$ cat src/sv/utfvc_pkg.sv
// utfvc_pkg: shared types, constants and the whitespace test of the utf-8 validator
// no dependencies; used by utfvc_result_if, the decoder and the top level
package utfvc_pkg;

    localparam int MAX_BYTES = 1024;
    localparam int COUNT_W = 11;
    localparam int CP_W = 21;
    localparam int PADDR_W = 4;
    localparam int PDATA_W = 32;

    // character count saturates at the buffer size or the field limit
    localparam logic [COUNT_W-1:0] COUNT_CAP =
        (MAX_BYTES < 2047) ? COUNT_W'(MAX_BYTES) : COUNT_W'(2047);

    localparam logic [7:0] ASCII_MAX  = 8'h7f;
    localparam logic [7:0] LEAD2_MIN  = 8'hc2;
    localparam logic [7:0] LEAD2_MAX  = 8'hdf;
    localparam logic [7:0] LEAD3_MIN  = 8'he0;
    localparam logic [7:0] LEAD3_MAX  = 8'hef;
    localparam logic [7:0] LEAD4_MIN  = 8'hf0;
    localparam logic [7:0] LEAD4_MAX  = 8'hf4;
    localparam logic [7:0] LEAD_SURR  = 8'hed;
    localparam logic [7:0] LIM_E0     = 8'ha0;
    localparam logic [7:0] LIM_F0     = 8'h90;
    localparam logic [1:0] CONT_TAG   = 2'b10;

    typedef enum logic [1:0] {
        REG_MIN_CHARS       = 2'd0,
        REG_MAX_CHARS       = 2'd1,
        REG_REQUIRE_VISIBLE = 2'd2,
        REG_NONE            = 2'd3
    } reg_index_t;

    typedef struct packed {
        logic [1:0]         bytes_pending;
        logic [2:0]         seq_length;
        logic [7:0]         lead_value;
        logic [CP_W-1:0]    code_accum;
        logic               error_seen;
        logic [COUNT_W-1:0] count_so_far;
        logic               visible_seen;
    } str_state_t;

    typedef struct packed {
        logic [COUNT_W-1:0] min_chars;
        logic [COUNT_W-1:0] max_chars;
        logic               require_visible;
    } cfg_t;

    typedef struct packed {
        logic               is_valid;
        logic [COUNT_W-1:0] char_count;
        logic               has_visible;
        logic               accepted;
    } result_t;

    function automatic logic is_space_cp(input logic [CP_W-1:0] cp);
        return cp inside {[21'h00009 : 21'h0000d], 21'h00020, 21'h00085, 21'h000a0,
                          21'h01680, [21'h02000 : 21'h0200a], 21'h02028, 21'h02029,
                          21'h0202f, 21'h0205f, 21'h03000};
    endfunction

endpackage

$ cat src/sv/utfvc_if.sv
// utfvc_byte_if and utfvc_result_if: valid/ready channels of the utf-8 validator
// depends on utfvc_pkg for the count width
interface utfvc_byte_if;
    logic       valid;
    logic       ready;
    logic [7:0] data_byte;
    logic       has_byte;
    logic       last;

    modport source (output valid, output data_byte, output has_byte, output last,
                    input ready);
    modport sink (input valid, input data_byte, input has_byte, input last,
                  output ready);
endinterface

interface utfvc_result_if;
    logic                          valid;
    logic                          ready;
    logic                          is_valid;
    logic [utfvc_pkg::COUNT_W-1:0] char_count;
    logic                          has_visible;
    logic                          accepted;

    modport source (output valid, output is_valid, output char_count,
                    output has_visible, output accepted, input ready);
    modport sink (input valid, input is_valid, input char_count,
                  input has_visible, input accepted, output ready);
endinterface

$ cat src/sv/utf8_validate_count_core.sv
// utf8_validate_count_core: strict utf-8 validator and character counter, top level
// the byte with last is taken into the input register, then its result into the result register
// throughput: one byte per cycle while the result is not stalled, set by the single decode step
//   between the input register and the result register; a stalled result still lets one byte in
// reset: rst_n clears the string state and valid flags at once and loads the register
//   defaults (min 1, max 80, visible required); no clearing pass
// depends on utfvc_pkg, utfvc_if and utfvc_decode
module utf8_validate_count_core (
    input  logic                            clk,
    input  logic                            rst_n,
    utfvc_byte_if.sink                      stream,
    utfvc_result_if.source                  result,
    input  logic                            psel,
    input  logic                            penable,
    input  logic                            pwrite,
    input  logic [utfvc_pkg::PADDR_W-1:0]   paddr,
    input  logic [utfvc_pkg::PDATA_W-1:0]   pwdata,
    output logic [utfvc_pkg::PDATA_W-1:0]   prdata,
    output logic                            pready
);

    logic                  in_valid_reg;
    logic [7:0]            in_byte_reg;
    logic                  in_has_reg;
    logic                  in_last_reg;
    logic                  advance;

    utfvc_pkg::str_state_t st_reg;
    utfvc_pkg::str_state_t st_next;
    utfvc_pkg::result_t    res_next;
    utfvc_pkg::result_t    res_reg;
    logic                  out_valid_reg;

    utfvc_pkg::cfg_t       cfg_reg;
    utfvc_pkg::reg_index_t reg_sel;
    logic                  cfg_write;

    // config port
    assign pready    = 1'b1;
    assign reg_sel   = utfvc_pkg::reg_index_t'(paddr[3:2]);
    assign cfg_write = psel && penable && pwrite;

    always_ff @(posedge clk or negedge rst_n)
    begin
        if (!rst_n)
        begin
            cfg_reg.min_chars       <= utfvc_pkg::COUNT_W'(1);
            cfg_reg.max_chars       <= utfvc_pkg::COUNT_W'(80);
            cfg_reg.require_visible <= 1'b1;
        end
        else if (cfg_write)
        begin
            case (reg_sel)
                utfvc_pkg::REG_MIN_CHARS:
                    cfg_reg.min_chars <= pwdata[utfvc_pkg::COUNT_W-1:0];
                utfvc_pkg::REG_MAX_CHARS:
                    cfg_reg.max_chars <= pwdata[utfvc_pkg::COUNT_W-1:0];
                utfvc_pkg::REG_REQUIRE_VISIBLE:
                    cfg_reg.require_visible <= pwdata[0];
                default:
                begin
                end
            endcase
        end
    end

    always_comb
    begin
        case (reg_sel)
            utfvc_pkg::REG_MIN_CHARS:
                prdata = {{(utfvc_pkg::PDATA_W-utfvc_pkg::COUNT_W){1'b0}}, cfg_reg.min_chars};
            utfvc_pkg::REG_MAX_CHARS:
                prdata = {{(utfvc_pkg::PDATA_W-utfvc_pkg::COUNT_W){1'b0}}, cfg_reg.max_chars};
            utfvc_pkg::REG_REQUIRE_VISIBLE:
                prdata = {{(utfvc_pkg::PDATA_W-1){1'b0}}, cfg_reg.require_visible};
            default:
                prdata = '0;
        endcase
    end

    // input register; it moves on whenever the result register can take a result
    assign advance      = in_valid_reg && (!out_valid_reg || result.ready);
    assign stream.ready = !in_valid_reg || advance;

    always_ff @(posedge clk or negedge rst_n)
    begin
        if (!rst_n)
        begin
            in_valid_reg <= 1'b0;
        end
        else if (stream.ready)
        begin
            in_valid_reg <= stream.valid;
        end
    end

    always_ff @(posedge clk)
    begin
        if (stream.valid && stream.ready)
        begin
            in_byte_reg <= stream.data_byte;
            in_has_reg  <= stream.has_byte;
            in_last_reg <= stream.last;
        end
    end

    utfvc_decode u_decode (
        .st        (st_reg),
        .cfg       (cfg_reg),
        .data_byte (in_byte_reg),
        .has_byte  (in_has_reg),
        .last      (in_last_reg),
        .st_next   (st_next),
        .res       (res_next)
    );

    always_ff @(posedge clk or negedge rst_n)
    begin
        if (!rst_n)
        begin
            st_reg        <= '0;
            out_valid_reg <= 1'b0;
        end
        else
        begin
            if (advance)
            begin
                st_reg <= st_next;
            end
            if (advance && in_last_reg)
            begin
                out_valid_reg <= 1'b1;
            end
            else if (result.ready)
            begin
                out_valid_reg <= 1'b0;
            end
        end
    end

    always_ff @(posedge clk)
    begin
        if (advance && in_last_reg)
        begin
            res_reg <= res_next;
        end
    end

    assign result.valid       = out_valid_reg;
    assign result.is_valid    = res_reg.is_valid;
    assign result.char_count  = res_reg.char_count;
    assign result.has_visible = res_reg.has_visible;
    assign result.accepted    = res_reg.accepted;

`ifndef SYNTHESIS
    a_accept_needs_valid: assert property (@(posedge clk) disable iff (!rst_n)
        result.valid |-> (!result.accepted || result.is_valid))
        else $error("accepted flag set on an invalid string");

    a_count_capped: assert property (@(posedge clk) disable iff (!rst_n)
        st_reg.count_so_far <= utfvc_pkg::COUNT_CAP)
        else $error("character count above its cap");

    a_visible_has_count: assert property (@(posedge clk) disable iff (!rst_n)
        st_reg.visible_seen |-> (st_reg.count_so_far != '0))
        else $error("visible flag without a counted character");

    a_pending_in_seq: assert property (@(posedge clk) disable iff (!rst_n)
        (st_reg.bytes_pending != 2'd0) |->
            (st_reg.seq_length > {1'b0, st_reg.bytes_pending}))
        else $error("continuation count outside the current sequence");

    a_error_freezes: assert property (@(posedge clk) disable iff (!rst_n)
        (st_reg.error_seen && advance && !in_last_reg) |=>
            ($stable(st_reg.count_so_far) && st_reg.error_seen))
        else $error("count moved after an error");
`endif

endmodule

$ cat src/sv/utfvc_decode.sv
// utfvc_decode: one-byte step of the utf-8 validator, string state in, next state out
// depends on utfvc_pkg for the state, config and result types
module utfvc_decode (
    input  utfvc_pkg::str_state_t st,
    input  utfvc_pkg::cfg_t       cfg,
    input  logic [7:0]            data_byte,
    input  logic                  has_byte,
    input  logic                  last,
    output utfvc_pkg::str_state_t st_next,
    output utfvc_pkg::result_t    res
);

    utfvc_pkg::str_state_t      s;
    logic                       done;
    logic [utfvc_pkg::CP_W-1:0] cp;
    logic [utfvc_pkg::CP_W-1:0] acc_shift;
    logic [1:0]                 pend_dec;
    logic                       first_cont;
    logic                       bad_second;
    logic                       err_end;

    assign acc_shift  = {st.code_accum[utfvc_pkg::CP_W-7:0], data_byte[5:0]};
    assign pend_dec   = st.bytes_pending - 2'd1;
    assign first_cont = (st.seq_length == ({1'b0, st.bytes_pending} + 3'd1));
    // overlong, surrogate and above-limit forms show in the first continuation byte
    assign bad_second = ((st.lead_value == utfvc_pkg::LEAD3_MIN) &&
                         (data_byte < utfvc_pkg::LIM_E0)) ||
                        ((st.lead_value == utfvc_pkg::LEAD_SURR) &&
                         (data_byte >= utfvc_pkg::LIM_E0)) ||
                        ((st.lead_value == utfvc_pkg::LEAD4_MIN) &&
                         (data_byte < utfvc_pkg::LIM_F0)) ||
                        ((st.lead_value == utfvc_pkg::LEAD4_MAX) &&
                         (data_byte >= utfvc_pkg::LIM_F0));

    always_comb
    begin
        s    = st;
        done = 1'b0;
        cp   = '0;
        if (has_byte && !st.error_seen)
        begin
            if (st.bytes_pending == 2'd0)
            begin
                s.lead_value = data_byte;
                if (data_byte <= utfvc_pkg::ASCII_MAX)
                begin
                    done = 1'b1;
                    cp   = {13'd0, data_byte};
                end
                else if (data_byte inside {[utfvc_pkg::LEAD2_MIN : utfvc_pkg::LEAD2_MAX]})
                begin
                    s.seq_length    = 3'd2;
                    s.bytes_pending = 2'd1;
                    s.code_accum    = {16'd0, data_byte[4:0]};
                end
                else if (data_byte inside {[utfvc_pkg::LEAD3_MIN : utfvc_pkg::LEAD3_MAX]})
                begin
                    s.seq_length    = 3'd3;
                    s.bytes_pending = 2'd2;
                    s.code_accum    = {17'd0, data_byte[3:0]};
                end
                else if (data_byte inside {[utfvc_pkg::LEAD4_MIN : utfvc_pkg::LEAD4_MAX]})
                begin
                    s.seq_length    = 3'd4;
                    s.bytes_pending = 2'd3;
                    s.code_accum    = {18'd0, data_byte[2:0]};
                end
                else
                begin
                    s.error_seen = 1'b1;
                end
            end
            else if (data_byte[7:6] != utfvc_pkg::CONT_TAG)
            begin
                s.error_seen = 1'b1;
            end
            else if (first_cont && bad_second)
            begin
                s.error_seen = 1'b1;
            end
            else
            begin
                s.code_accum    = acc_shift;
                s.bytes_pending = pend_dec;
                if (pend_dec == 2'd0)
                begin
                    done = 1'b1;
                    cp   = acc_shift;
                end
            end
        end

        if (done)
        begin
            if (s.count_so_far < utfvc_pkg::COUNT_CAP)
            begin
                s.count_so_far = s.count_so_far + utfvc_pkg::COUNT_W'(1);
            end
            if (!utfvc_pkg::is_space_cp(cp))
            begin
                s.visible_seen = 1'b1;
            end
            s.seq_length = 3'd0;
        end

        // earlier error or truncated sequence at the end of the string
        err_end         = s.error_seen || (s.bytes_pending != 2'd0);
        res.is_valid    = !err_end;
        res.char_count  = s.count_so_far;
        res.has_visible = s.visible_seen;
        res.accepted    = !err_end && (s.count_so_far >= cfg.min_chars) &&
                          (s.count_so_far <= cfg.max_chars) &&
                          (!cfg.require_visible || s.visible_seen);

        st_next = last ? '0 : s;
    end

endmodule
$ cat src/flat_wrapper.sv
// flat-port wrapper written by rule: the top's interface ports become plain ports
module utf8_validate_count_core_flat 
  (clk, rst_n, psel, penable, pwrite, paddr, pwdata, prdata, pready, stream_valid, stream_data_byte, stream_has_byte, stream_last, stream_ready, result_valid, result_is_valid, result_char_count, result_has_visible, result_accepted, result_ready);
  utfvc_byte_if stream_i ();
  utfvc_result_if result_i ();
  input  logic clk;
  input  logic rst_n;
  input  logic psel;
  input  logic penable;
  input  logic pwrite;
  input  logic [utfvc_pkg::PADDR_W-1:0] paddr;
  input  logic [utfvc_pkg::PDATA_W-1:0] pwdata;
  output logic [utfvc_pkg::PDATA_W-1:0] prdata;
  output logic pready;
  input wire logic [$bits(stream_i.valid)-1:0] stream_valid;
  input wire logic [$bits(stream_i.data_byte)-1:0] stream_data_byte;
  input wire logic [$bits(stream_i.has_byte)-1:0] stream_has_byte;
  input wire logic [$bits(stream_i.last)-1:0] stream_last;
  output wire logic [$bits(stream_i.ready)-1:0] stream_ready;
  output wire logic [$bits(result_i.valid)-1:0] result_valid;
  output wire logic [$bits(result_i.is_valid)-1:0] result_is_valid;
  output wire logic [$bits(result_i.char_count)-1:0] result_char_count;
  output wire logic [$bits(result_i.has_visible)-1:0] result_has_visible;
  output wire logic [$bits(result_i.accepted)-1:0] result_accepted;
  input wire logic [$bits(result_i.ready)-1:0] result_ready;
  assign stream_i.valid = stream_valid;
  assign stream_i.data_byte = stream_data_byte;
  assign stream_i.has_byte = stream_has_byte;
  assign stream_i.last = stream_last;
  assign stream_ready = stream_i.ready;
  assign result_valid = result_i.valid;
  assign result_is_valid = result_i.is_valid;
  assign result_char_count = result_i.char_count;
  assign result_has_visible = result_i.has_visible;
  assign result_accepted = result_i.accepted;
  assign result_i.ready = result_ready;
  utf8_validate_count_core u_core (.clk(clk), .rst_n(rst_n), .stream(stream_i), .result(result_i), .psel(psel), .penable(penable), .pwrite(pwrite), .paddr(paddr), .pwdata(pwdata), .prdata(prdata), .pready(pready));
endmodule
$ cat config.mk
export PLATFORM = sky130hd
export DESIGN_NAME = utf8_validate_count_core_flat
export DESIGN_NICKNAME = d
export VERILOG_FILES = /design/src/sv/utfvc_pkg.sv /design/src/sv/utfvc_if.sv /design/src/sv/utf8_validate_count_core.sv /design/src/sv/utfvc_decode.sv /design/src/flat_wrapper.sv
export SDC_FILE = /design/constraint.sdc
export NUM_CORES = 1
export LEC_CHECK = 0
export ABC_CLOCK_PERIOD_IN_PS = 4800
export BUFFER_PORTS_ARGS = -buffer_cell sky130_fd_sc_hd__buf_2
export CAP_MARGIN = 15
export CORE_UTILIZATION = 56
export CTS_BUF_LIST = sky130_fd_sc_hd__clkbuf_16
export DETAILED_ROUTE_END_ITERATION = 6
export PLACE_DENSITY = 0.82
export SLEW_MARGIN = 40
export SYNTH_ARGS = -nofsm -noshare
export SYNTH_HDL_FRONTEND = slang
export SYNTH_SLANG_ARGS = --single-unit
$ cat constraint.sdc
create_clock -name clk -period 4.8 [get_ports clk]
set_input_delay 0.24 -clock clk [delete_from_list [all_inputs] [get_ports clk]]
set_output_delay 0.24 -clock clk [all_outputs]
set_load 0.005 [all_outputs]
After elaboration in Yosys (flattened, before gate mapping)
Index checks and enable logic that the tools add are counted.
{"block": "totals", "register_bits": 90, "elab_cells": 151, "output_inout_bits": 49, "in_bits": 53}
{"block": "classes", "eq_ne": 22, "order_cmp": 18, "n_reduce_logical": 48, "muxes": 41, "addsub": 3}
{"cell": "$mux W21", "n": 10}
{"cell": "$eq A21 B14 Y1 const B", "n": 5}
{"cell": "$mux W47", "n": 1}
{"cell": "$mux W22", "n": 2}
{"cell": "$eq A21 B8 Y1 const B", "n": 2}
{"cell": "$ge A8 B8 Y1 const B", "n": 5}
{"cell": "$mux W35", "n": 1}
{"cell": "$pmux W11 S3", "n": 1}
{"cell": "$eq A8 B8 Y1 const B", "n": 4}
{"cell": "$le A8 B8 Y1 const B", "n": 3}
{"cell": "$mux W11", "n": 2}
{"cell": "$eq A21 B13 Y1 const B", "n": 1}
{"cell": "$eq A21 B6 Y1 const B", "n": 1}
{"cell": "$ge A21 B14 Y1 const B", "n": 1}
{"cell": "$ge A21 B4 Y1 const B", "n": 1}
{"cell": "$le A21 B14 Y1 const B", "n": 1}
{"cell": "$le A21 B4 Y1 const B", "n": 1}
{"cell": "$mux W5", "n": 4}
{"cell": "$logic_and A1 B1 Y1", "n": 19}
{"cell": "$lt A8 B8 Y1 const B", "n": 2}
{"cell": "$mux W1", "n": 14}
{"cell": "$mux W12", "n": 1}
{"cell": "$ne A3 B2 Y1 const B", "n": 4}
{"cell": "$add A11 B1 Y11 const B", "n": 1}
{"cell": "other kinds (25)", "n": 45}

Longest topological paths before layout
{"block": "logic_depth", "depth_word": 19, "ltp_mapped": 19, "depth_no_buf": 18}

Hierarchy
From an unflattened synthesis, not the netlist that was laid out.
{"block": "unflattened", "hier_cells": 605, "hier_area_um2": 6022.0}
{"mod": "utf8_validate_count_core", "seq_area_each_um2": 2527.4, "area_per_inst_um2": 3818.7, "cells_each": 235, "n_inst": 1}
{"mod": "utfvc_decode", "seq_area_each_um2": 0.0, "area_per_inst_um2": 2203.4, "cells_each": 370, "n_inst": 1}

Least setup slack after synthesis
OpenSTA, ideal clock, no wires.
{"block": "synth_path", "path_type": "register -> register", "startpoint": "register u_core.st_reg[45] (netlist bit)", "endpoint": "register u_core.res_reg, in the netlist u_core.result.accepted (data pin)", "arrival_ns": 3.844, "n_path_buf": 1, "setup_time_ns": 0.256, "period_less_slack_ns": 4.100, "setup_slack_ns": 0.700, "stages_incl_launch_ff": 19, "required_time_ns": 4.544, "cell_sequence": "dfrtp_1 > inv_1 > ha_1 > buf_2 > nand4bb_1 > a21oi_1 > o21ai_1 > a21oi_1 > mux2_2 > ha_1 > nor2b_1 > o21a_1 > o21ai_0 > a21oi_1 > o21ai_0 > a21oi_1 > a2111oi_0 > a21oi_1 > o211a_1"}
{"item": "from (decl)", "line": "utf8_validate_count_core.sv:28", "source": "utfvc_pkg::str_state_t st_reg;"}
{"item": "from (signal assigned)", "line": "utf8_validate_count_core.sv:128", "source": "st_reg <= st_next;"}
{"item": "to (signal assigned)", "line": "utf8_validate_count_core.sv:145", "source": "res_reg <= res_next;"}
{"item": "to (decl)", "line": "utf8_validate_count_core.sv:31", "source": "utfvc_pkg::result_t res_reg;"}

==> reports/qor.csv <==
metric,value,unit
ir_drop,0.253,mV
status,finished with violations,
p_leak,0.00275,uW
fin_crit,4450,ps
clock_sinks,90,
drv_cap,0,
grt_overflow_total,0,
syn-cell-area,5320,um^2
slowest_stage,dfrtp_1,
initial_core_util,57.8,%
holdBufCountCts,0,
final-hold-violation-count,21,
grt_pass1_vias,4422,
clk_pin_slew,60,ps
violations,hold timing,
yosysMostFrequentCell,nand2_1,
seq_area_frac_synth,44.7,%
synthToLayoutAreaGrowth,11.7,%
dp_hpwl,9460,um
routed_wl,12800,um
die_y,99.4,um
synth_ff_type,dfrtp_1,
grt_start_max_net_pins,67,
grt_setup_unrepaired,false,
insertedDiodeCount,0,
worstSetupStartpoint,u_core.st_reg[45]$_DFFE_PN0P_,
cts_buffers,9,
criticalPathCategory,reg2reg,
path_cells,inv_1 -> ha_1 -> nand4bb_1 -> a21oi_1 -> o21ai_1 -> a21oi_1 -> mux2_2 -> ha_1 -> nor2b_1 -> o21a_1 -> o21ai_0 -> a21oi_1 -> o21ai_0 -> a21oi_1 -> a2111oi_0 -> a21oi_1 -> o211a_1,
synth_area_leader_cell,dfrtp_1,
row_count,35,
tns,0,ps
io_pins,102,
synth-edff-count,24,
max_freq,0.225,GHz
worstPathRequired,4890,ps
nets,719,
post-cts-setup-buffer-count,0,
yosys_warnings,0,
cts_resized,0,
relSlewSlack,51.5,%
cp.buffers_inverters,1,
insertion_delay,340,ps
root_buffer,clkbuf_16,
crit_top_cell,a21oi_1,
hold_ws,-16.8,ps
async_flop_share,73.3,%
yosysTopAreaCellShare,29.2,%
antenna_found_initial,0,
globalplace.congestion,0.955,
worstHoldPathType,in2async,
syn_avg_cell_area,9.04,um^2
tightest_slew,725,ps
drc,0,
grt_first_pass_wirelength,20900,um
wire_per_inst,17.0,um
port_buffers,56,
finalCritPeriodShare,92.6,%
cp-end-kind,flip-flop,
setup_violations,0,
cts_tree,built,
yosysUniqueCellTypes,68,
ys_ff_latch,90,
drt_iter0_markers,250,
drv_slew,0,
fin_skew,5.59,ps
cts_htree_levels,3,
nFillCells,752,
synth_area_leaders,"dfrtp_1 29%, edfxtp_1 14%, nand2_1 7.4%",
p_per_area,343,nW/um^2
grtUsageTotal,27.4,%
reg2reg_from,u_core.st_reg[45]$_DFFE_PN0P_,
startpoint_type,flip-flop,
critical_path_peak_fanout,6,
largest_register_ffs,41,
coreArea,9200,um^2
die_w,99.4,um
synthTopCellsByCount,"105 x nand2_1, 69 x o21ai_0, 62 x dfrtp_1, 39 x nor2_1, 32 x inv_1",
slowest_delay,460,ps
netlist_instances,588,
die_area,9890,um^2
crit_family,compound AO/OA/AOI/OAI gates,
vias,4531,
avgViaCountPerCell,5.99,
layout-drive-gt1-share,15.2,%
clock_path_buffers,2,
drt_first_pass_iters,5,
final_core_util,64.6,%
crit_arrival,4540,ps
ant_nets,0,
[routing by layer]
metal | vias up | GRT usage [%] | wire, um
met1 | 2156 | 32.1 | 5080
met3 | 43 | 3.79 | 709
met4 | 0 | 16.0 | 563
met2 | 192 | 48.3 | 6490
met5 | - | 0 | 0
li1 | 2140 | - | -
[final cells by class]
class	instances	area, um^2	share of cell area (%)
multi-input combinational	440	2660	44.7
sequential	90	2380	40.0
timing repair buffer	67	367	6.17
clock buffer	10	250	4.21
tap	111	139	2.34
inverter	32	120	2.02
clock inverter	6	30.0	0.506
[worst paths after layout]
path	end	slack, ps	cells after the start
setup / recovery	u_core.result.accepted$_DFFE_PP_	350	17
hold / removal	u_core.st_reg[7]$_DFFE_PN0P_	-20	2
setup reg to reg	u_core.result.accepted$_DFFE_PP_	350	17
hold reg to reg	u_core.st_reg[24]$_DFFE_PN0P_	480	2
max in group asynchronous	u_core.st_reg[41]$_DFFE_PN0P_	4380	2
min in group clk	u_core.in_byte_reg[5]$_DFFE_PP_	70	1
[placed cells by master, fill, tap and decap left out, types with 10 or more instances in the layout]
cell       netlist  routed
a21oi_1         20      20
buf_2            3      56
clkbuf_16        0      10
o21ai_0         69      69
conb_1           2      22
nand3_1         12      12
edfxtp_1        24      24
buf_4           22      10
ha_1            26      26
nand2_1        105     105
dfrtp_1         62      62
nor2_1          39      39
mux2i_1         13      13
inv_1           32      33
[power breakdown]
part           internal (uW)  leakage, uW  switching (uW)
sequential               881      0.00109            67.1
clock                    377     0.000142             292
combinational            162      0.00152             261
total                   1420      0.00275             620
[logic make-up after synthesis]
kind of cell / count (synthesis) / synth area share [%]
simple gates: 212 / 18.3
compound gates: 150 / 18.1
fa+ha+maj: 26 / 6.12
flops: 90 / 44.7
xor+xnor: 13 / 2.14
buf+inv: 78 / 7.27
mux: 17 / 3.29
other cells: 2 / 0.141
[metrics by stage]
step	hold WS [ps]	power [uW]	setup slack [ps]	cell area (um^2)	instances
after floorplan	-55.6	1240	700	5390	608
after global placement	417	1360	625	5640	740
after detailed placement	418	1380	446	5650	740
after CTS	68.0	2050	419	5930	756
after global routing	56.5	2140	158	5940	756
final	-16.8	2040	353	5940	756
Power figures use the tool's default switching activity.
